===== src/hw/rtl/vfa_fifo.sv =====
// Small register queue used between the front, the back and the result port.
module vfa_fifo #(
  parameter int unsigned WIDTH = 8,
  parameter int unsigned DEPTH = 2
) (
  input  logic             clk_i,
  input  logic             rst_ni,
  input  logic             push_i,
  input  logic [WIDTH-1:0] data_i,
  output logic             full_o,
  input  logic             pop_i,
  output logic [WIDTH-1:0] data_o,
  output logic             empty_o
);

  localparam int unsigned AW = (DEPTH > 1) ? $clog2(DEPTH) : 1;
  localparam int unsigned CW = $clog2(DEPTH + 1);

  logic [WIDTH-1:0] mem_q [DEPTH];
  logic [AW-1:0]    wr_q, wr_d, rd_q, rd_d;
  logic [CW-1:0]    cnt_q, cnt_d;
  logic             do_push, do_pop;

  assign full_o  = (cnt_q == CW'(DEPTH));
  assign empty_o = (cnt_q == '0);
  assign do_push = push_i && !full_o;
  assign do_pop  = pop_i && !empty_o;
  assign data_o  = mem_q[rd_q];

  always_comb begin
    wr_d  = wr_q;
    rd_d  = rd_q;
    cnt_d = cnt_q;
    if (do_push) begin
      wr_d = (wr_q == AW'(DEPTH - 1)) ? '0 : wr_q + 1'b1;
    end
    if (do_pop) begin
      rd_d = (rd_q == AW'(DEPTH - 1)) ? '0 : rd_q + 1'b1;
    end
    if (do_push && !do_pop) begin
      cnt_d = cnt_q + 1'b1;
    end else if (do_pop && !do_push) begin
      cnt_d = cnt_q - 1'b1;
    end
  end

  always_ff @(posedge clk_i or negedge rst_ni) begin
    if (!rst_ni) begin
      wr_q  <= '0;
      rd_q  <= '0;
      cnt_q <= '0;
    end else begin
      wr_q  <= wr_d;
      rd_q  <= rd_d;
      cnt_q <= cnt_d;
    end
  end

  always_ff @(posedge clk_i) begin
    if (do_push) begin
      mem_q[wr_q] <= data_i;
    end
  end

endmodule


===== config.mk =====
export PLATFORM = sky130hd
export DESIGN_NAME = vfa_fifo
export DESIGN_NICKNAME = d
export VERILOG_FILES = /design/src/hw/rtl/vfa_fifo.sv
export SDC_FILE = /design/constraint.sdc
export NUM_CORES = 1
export LEC_CHECK = 0
export BUFFER_PORTS_ARGS = -buffer_cell sky130_fd_sc_hd__buf_2
export CORE_AREA = 2 2 46 48
export CTS_CLUSTER_SIZE = 10
export DETAILED_ROUTE_END_ITERATION = 6
export DIE_AREA = 0 0 48 50
export HOLD_SLACK_MARGIN = 0.15
export PLACE_DENSITY = 0.68
export SLEW_MARGIN = 20
export SYNTH_ARGS = -nofsm -noshare
export SYNTH_HDL_FRONTEND = slang
export SYNTH_SLANG_ARGS = --single-unit
export TNS_END_PERCENT = 10

===== constraint.sdc =====
create_clock -name clk_i -period 1.42 [get_ports clk_i]
set_clock_uncertainty 0.15 [all_clocks]
set_input_delay 0.213 -clock clk_i [delete_from_list [all_inputs] [get_ports clk_i]]
set_output_delay 0.213 -clock clk_i [all_outputs]
set_load 0.03 [all_outputs]

==> reports/results.tsv, run 1 <==
stage	metric	value	unit
route	Antenna Violating Nets Remaining	0	
clocking	TritonCTS Buffers	3	
outcome	outcome	finished, violations left	
route	met2 wire len	805	um
timing	minimum clock period	1.66	ns
clocking	clock-pin slew on the worst setup and hold paths	0.11	ns
worst_setup_path	Worst setup EP type	primary output	
timing	worst-margin pin slew	0.225	ns
yosys	register area share after synthesis	74.2	%
timing	Setup TNS	-2.17	ns
layout	layout cell share with drive strength beyond 1	56.7	%
clocking	CTS tree	built	
yosys	Post-Syn Nets	57	
power_and_ir_drop	LEAKAGE	0.553	nW
clocking	worst-skew pair later-pin latency	0.29	ns
layout	Final #Nets	104	
yosys	Synth area leaders	edfxtp_1 (61%), dfrtp_1 (13%), mux2_1 (8.6%), mux2_2 (2.9%), xnor2_1 (2.2%)	
grt	via count of the first global-routing pass	577	
yosys	Yosys top cell area share	61.4	%
route	Top Layer Used	met3	
layout	area delta synth->final	63.2	%
timing	Achievable Freq	601	MHz
floorplanning	Ports	22	
grt	remaining global-route overflow	0	
clocking	H-tree levels	1	
min_path	worst hold path class	in -> reg	
timing	final worst path period share	117	%
yosys	list of most frequent post-synthesis cells	edfxtp_1 (16), mux2_1 (6), dfrtp_1 (4), nor2_1 (3)	
clocking	clock sink total	20	
worst_setup_path	Data required, critical path	1.06	ns
clocking	Clock Path Buffers	2	
placement	post-DP HPWL	966	um
floorplanning	full die area	0.00240	sq mm
placement	port buffer count	21	
route	Pre-antenna DRT Iters	2	
layout	final non-filler cell total	117	
placement	pre-CTS setup slack	-0.0993	ns
yosys	count leader, synth	edfxtp_1	
floorplanning	# rows	16	
yosys	Seq cells post-synth	20	
route	Iteration-0 DRC Markers	6	
layout	Fillers	143	
grt	largest net degree at the start of global routing	12	
worst_setup_path	crit path kind	reg -> out	
yosys	Post-synth EDFFs	16	
worst_setup_path	Worst EP arrival	1.30	ns
timing	final worst slack	-0.245	ns
clocking	root buf cell	clkbuf_4	
power_and_ir_drop	worst vdd ir	1.43	mV
min_path	Hold Crit Start	push_i	
power_and_ir_drop	Cell Pwr Density	2130	mW/mm^2
worst_setup_path	Reg-to-Reg Start	cnt_q[0]	
yosys	ys async rst share	20.0	%
floorplanning	Starting Density	41.1	%
floorplanning	Die Span Y	50	um
route	DR DRC count	0	
yosys	synthesized area	782	sq um
yosys	Most used DFF post-synth	edfxtp_1	
power_and_ir_drop	Pwr Total	2.72	mW
yosys	cells after synthesis	44	
flow_run	max-cap viol count	0	
route	via/cell ratio	4.37	
timing	Final Slew Violations	0	
outcome	failing checks	negative setup slack	
route	wl on met1	629	um
grt	initial antenna violation count	0	
layout	n_diodes	0	
yosys	Avg Inst Size Synth	17.8	sq um
route	routed wl met3	71	um
route	drt total wl	1.51	mm
worst_setup_path	Crit Path Max Fanout	5	
timing	unrepaired setup endpoints after global routing	true	
timing	Final Hold Viols	0	
route	Wirelength per Cell	12.9	um
worst_setup_path	Worst Setup SP	rd_q	
route	routed via count	511	
yosys	post-synthesis cell type count	15	
placement	GPL Wtd Cong	0.610	
yosys	Synth Warn #	0	
timing	normalized max-slew margin	84.9	%
grt	global-route wire length before repair	2.53	mm
worst_setup_path	Worst setup SP type	flip-flop	
yosys	largest area contributor in the netlist	edfxtp_1	
placement	DP Cell Count	101	
floorplanning	Die W	48	um
grt	GRT Total Usage	14.8	%
timing	Final setup viols	11	
floorplanning	core area	0.00190	sq mm
-- through the flow --
| stage | hold slack [ns] | instance area, sq um | util, % |
|---|---|---|---|
| after global placement | -0.126 | 1010 | 52.9 |
| after global routing | 0.152 | 1280 | 67.1 |
| final | 0.142 | 1280 | 67.1 |
| after floorplan | -0.233 | 785 | - |
| after detailed placement | -0.120 | 1010 | 52.9 |
| after CTS | 0.155 | 1260 | 66.5 |
-- power breakdown --
group | internal, mW | total, mW | switching [mW]
Clock | 0.102 | 0.272 | 0.170
Sequential | 0.822 | 0.911 | 0.0886
Combinational | 0.830 | 1.53 | 0.703
Total | 1.75 | 2.72 | 0.961
-- placed cells by master, fill, tap and decap left out --
cell and instances:
xnor2_2 1, inv_2 1, mux2_4 7, clkbuf_4 3
nor2_1 1, nor2_4 2, o21ai_1 1, xor2_1 2
buf_2 11, clkinv_1 1, xnor2_1 2, dlygate4sd3_1 10
buf_4 6, nand2_2 1, buf_6 15, inv_1 1
buf_12 1, nand2b_4 1, mux2_2 1, and3_1 1
dfrtp_2 1, edfxtp_1 16, ha_1 1, dfrtp_1 3
-- metal layers --
metal	track usage [%]	vias to the layer above
met5	0	-
met4	4.05	0
met3	3.66	0
met2	25.1	15
met1	17.9	246
li1	-	250
-- cells by family (layout without fill, tap and decap cells) --
family,count (synthesis),in the layout,synth area share [%]
simple gates,6,6,3.84
flops,20,20,74.2
buf+inv,3,49,1.60
xor+xnor,5,5,6.56
mux,8,8,11.5
fa+ha+maj,1,1,1.60
compound gates,1,1,0.639
-- final timing paths --
| path | slack [ns] | depth (start not counted) | to |
|---|---|---|---|
| max in group asynchronous | 0.26 | 3 | rd_q |
| worst min-delay path | 0.14 | 4 | wr_q |
| worst min register to register | 0.43 | 1 | wr_q |
| worst max-delay path | -0.24 | 3 | data_o[6] |
| min in group asynchronous | 0.65 | 3 | wr_q |
| worst max register to register | -0.10 | 6 | cnt_q[1] |
-- registers in the layout (all words and copies together) (netlist names) --
| signal | cells |
|---|---|
| cnt_q | 2 |
| wr_q | 1 |
| mem_q | 16 |
| rd_q | 1 |
-- cell type report --
type,count,area (sq um),area share [%]
clock buffer,3,22.5,1.76
clock inverter,1,3.75,0.294
inverter,2,7.51,0.588
multi-input combinational,21,238,18.6
sequential,20,582,45.6
tap,27,33.8,2.65
timing repair buffer,43,389,30.5
-- critical path, stage by stage (launching register included) --
cell     delay (ns)
dfrtp_2        0.43
buf_6          0.14
mux2_4         0.30
buf_6          0.14
-- timing repair --
| item | 4_1_cts | 5_1_grt |
|---|---|---|
| endpoints found under the hold margin | 20 | 0 |
| setup endpoints to repair | 27 | 28 |
| resized for setup | 37 | 3 |
| hold buffers | 10 | 0 |
| setup buffers | 2 | 0 |
Note: power is estimated with default switching activity, not from simulation.
==> run 2, diff against run 1 <==
CORE_AREA = 2 2 42 44   (was 2 2 46 48)
DIE_AREA = 0 0 44 46   (was 0 0 48 50)
PLACE_DENSITY = 0.77   (was 0.68)
clock period = 2.1 ns   (was 1.42 ns; I/O delays follow)
==> run 2 against run 1 <==
  * The run now ends clean
  * Sequential power is 30% lower
  * Wire length decreased by 23%
  * Cell count shrank 19%
  * Flip-flop and latch count unchanged
  * Core utilization shrank 3.5 points
  * Total power down 49%
  * Register-to-register slack improved by 0.57 ns
  * Critical path type unchanged
  * Setup slack improved by 0.44 ns
  * Sequential share of layout area increased by 11 points
  * Non-clock buffer count decreased by 12
==> reports/results.tsv, run 2 (same netlist as run 1, synthesis figures left out) <==
stage	metric	value	unit	change
timing	worst-margin pin slew	0.400	ns	+0.175 ns
min_path	worst hold path stage count	3		-1
worst_setup_path	Crit Path Max Fanout	9		+4
layout	Final #Nets	92		-12%
power_and_ir_drop	Clk pwr share	13.1	%	+3.1 points
timing	Final Hold Viols	0		unchanged
outcome	outcome	completed		
power_and_ir_drop	sequential share of power	46.5	%	+13 points
worst_setup_path	Bufs and invs on worst path	1		-1
route	routed via count	456		-11%
floorplanning	core area	0.00161	sq mm	-15%
worst_setup_path	Worst setup SP type	flip-flop		
layout	max reg flops	16		unchanged
timing	minimum clock period	1.91	ns	
power_and_ir_drop	Cell Pwr Density	1340	mW/mm^2	-37%
floorplanning	full die area	0.00202	sq mm	-16%
worst_setup_path	slowest cell delay on critical path	0.60	ns	+0.17 ns
clocking	worst-skew pair later-pin latency	0.28	ns	about the same
worst_setup_path	reg2reg end	cnt_q[1]		
timing	unrepaired setup endpoints after global routing	false		
worst_setup_path	crit-path cells	mux2_2 -> buf_2		
clocking	clock sink total	20		unchanged
worst_setup_path	Reg2Reg Setup Slack	0.47	ns	+0.57 ns
min_path	Hold Crit Endpoint	wr_q		
route	drt total wl	1.17	mm	-23%
clocking	CTS tree	built		
route	Iteration-0 DRC Markers	9		+3
worst_setup_path	Crit-path slowest cell	dfrtp_1		
floorplanning	# rows	15		-1
clocking	TritonCTS Buffers	3		unchanged
power_and_ir_drop	worst vdd ir	0.722	mV	-50%
layout	Largest regs	mem_q x16, cnt_q x2		
grt	GRT Total Usage	12.7	%	-2.1 points
layout	n_diodes	0		unchanged
layout	layout cell share with drive strength beyond 1	37.2	%	-19 points
layout	commonest non-fill, non-tap cell in the layout	buf_2		
power_and_ir_drop	P_int	0.851	mW	-51%
timing	final worst path period share	90.8	%	
layout	Most flops, register	mem_q		
power_and_ir_drop	Net Switching	0.525	mW	-45%
worst_setup_path	crit path kind	reg -> out		
grt	remaining global-route overflow	0		unchanged
layout	Final Util	63.6	%	-3.5 points
floorplanning	Starting Density	48.4	%	+7.3 points
placement	GPL Wtd Cong	0.632		+3.7%
placement	post-DP HPWL	785	um	-19%
layout	area delta synth->final	31.4	%	
worst_setup_path	Data required, critical path	1.63	ns	+0.57 ns
power_and_ir_drop	Switching Share	38.2	%	+2.8 points
floorplanning	Ports	22		unchanged
worst_setup_path	Reg2Reg Depth	6		unchanged
layout	most frequent cells in the layout	buf_2 (21), edfxtp_1 (16), dlygate4sd3_1 (9)		
clocking	post_cts resized	0		-100%
timing	Achievable Freq	524	MHz	
timing	Setup TNS	0	ns	+2.17 ns
route	Wirelength per Cell	12.3	um	-4.6%
power_and_ir_drop	combinational share of power	40.4	%	-16 points
grt	initial antenna violation count	0		unchanged
timing	Final setup viols	0		-11
clocking	Clock Path Buffers	2		unchanged
clocking	H-tree levels	1		unchanged
route	via/cell ratio	4.80		+9.9%
placement	port buffer count	21		unchanged
route	Antenna Violating Nets Remaining	0		unchanged
worst_setup_path	Largest delay share family, worst path	flip-flops		
power_and_ir_drop	LEAKAGE	0.432	nW	-22%
route	Pre-antenna DRT Iters	3		+1
min_path	worst hold path class	in -> reg		
grt	via count of the first global-routing pass	423		-27%
grt	global-route wire length before repair	1.79	mm	-29%
layout	Fillers	127		-11%
timing	hold slack	0.169	ns	+0.0271 ns
timing	normalized max-slew margin	73.3	%	-12 points
route	DR DRC count	0		unchanged
clocking	clock-pin slew on the worst setup and hold paths	0.10	ns	about the same
timing	Final Slew Violations	0		unchanged
floorplanning	Die W	44	um	-8.3%
floorplanning	Die Span Y	46	um	-8.0%
grt	largest net degree at the start of global routing	12		unchanged
flow_run	max-cap viol count	0		unchanged
worst_setup_path	Worst setup EP type	primary output		
worst_setup_path	Worst EP arrival	1.44	ns	+0.14 ns
clocking	root buf cell	clkbuf_4		
min_path	Hold Crit Start	push_i		
worst_setup_path	Reg-to-Reg Start	cnt_q[0]		
## run 2: what timing repair did
item / 4_1_cts / 5_1_grt
hold buffers: 9 / 0
buffers inserted: 0 / 0
endpoints found under the hold margin: 20 / 0
## run 2: how the worst max path moves through the flow
stage / from / endpoint / cells after the start
floorplan: cnt_q[0] / mem_q[0][0] / 3
global placement: rd_q / data_o[2] / 2
detailed placement: cnt_q[0] / cnt_q[1] / 6
CTS: rd_q / data_o[2] / 2
global route: rd_q / data_o[2] / 2
finish: rd_q / data_o[2] / 2
## run 2: metrics by stage
stage          setup WS (ns)  area [sq um]  total power, mW  std cells
3_3_place_gp           0.513           911             1.19         82
5_1_grt                0.136          1030             1.46         95
3_5_place_dp           0.477           911             1.20         82
4_1_cts                0.176          1030             1.39         95
6_report               0.193          1030             1.38         95
2_1_floorplan          0.558           782             1.05         44
## run 2: area by class of cell
class | count | area, sq um | share of cell area (%)
Timing Repair Buffer | 31 | 203 | 19.7
Tap cell | 17 | 21.3 | 2.07
Sequential cell | 20 | 581 | 56.5
Inverter | 2 | 7.51 | 0.731
Multi-Input combinational cell | 21 | 189 | 18.4
Clock buffer | 4 | 26.3 | 2.56
## run 2: power groups by stage
| stage | Sequential (mW) | Clock (mW) | Combinational [mW] |
|---|---|---|---|
| after floorplan | 0.604 | 0 | 0.451 |
| after global placement | 0.645 | 0 | 0.541 |
| after detailed placement | 0.649 | 0 | 0.553 |
| after CTS | 0.641 | 0.186 | 0.565 |
| after global routing | 0.652 | 0.203 | 0.604 |
| final | 0.640 | 0.180 | 0.556 |
## run 2: metal layers
layer,vias to the layer above,track usage [%],wire length [um],share of wire [%]
li1,226,-,-,-
met2,11,20.6,570,49
met4,0,7.27,17,1.5
met1,217,16.0,534,46
met5,-,0,0,0
met3,2,2.38,44,3.8
## run 2: worst register-to-register path, stage by stage, from the launching register on
cell	delay, ns
dfrtp_1	0.45
nand2b_1	0.21
nand2_2	0.12
inv_1	0.05
ha_1	0.30
nor2_1	0.13
xor2_1	0.15
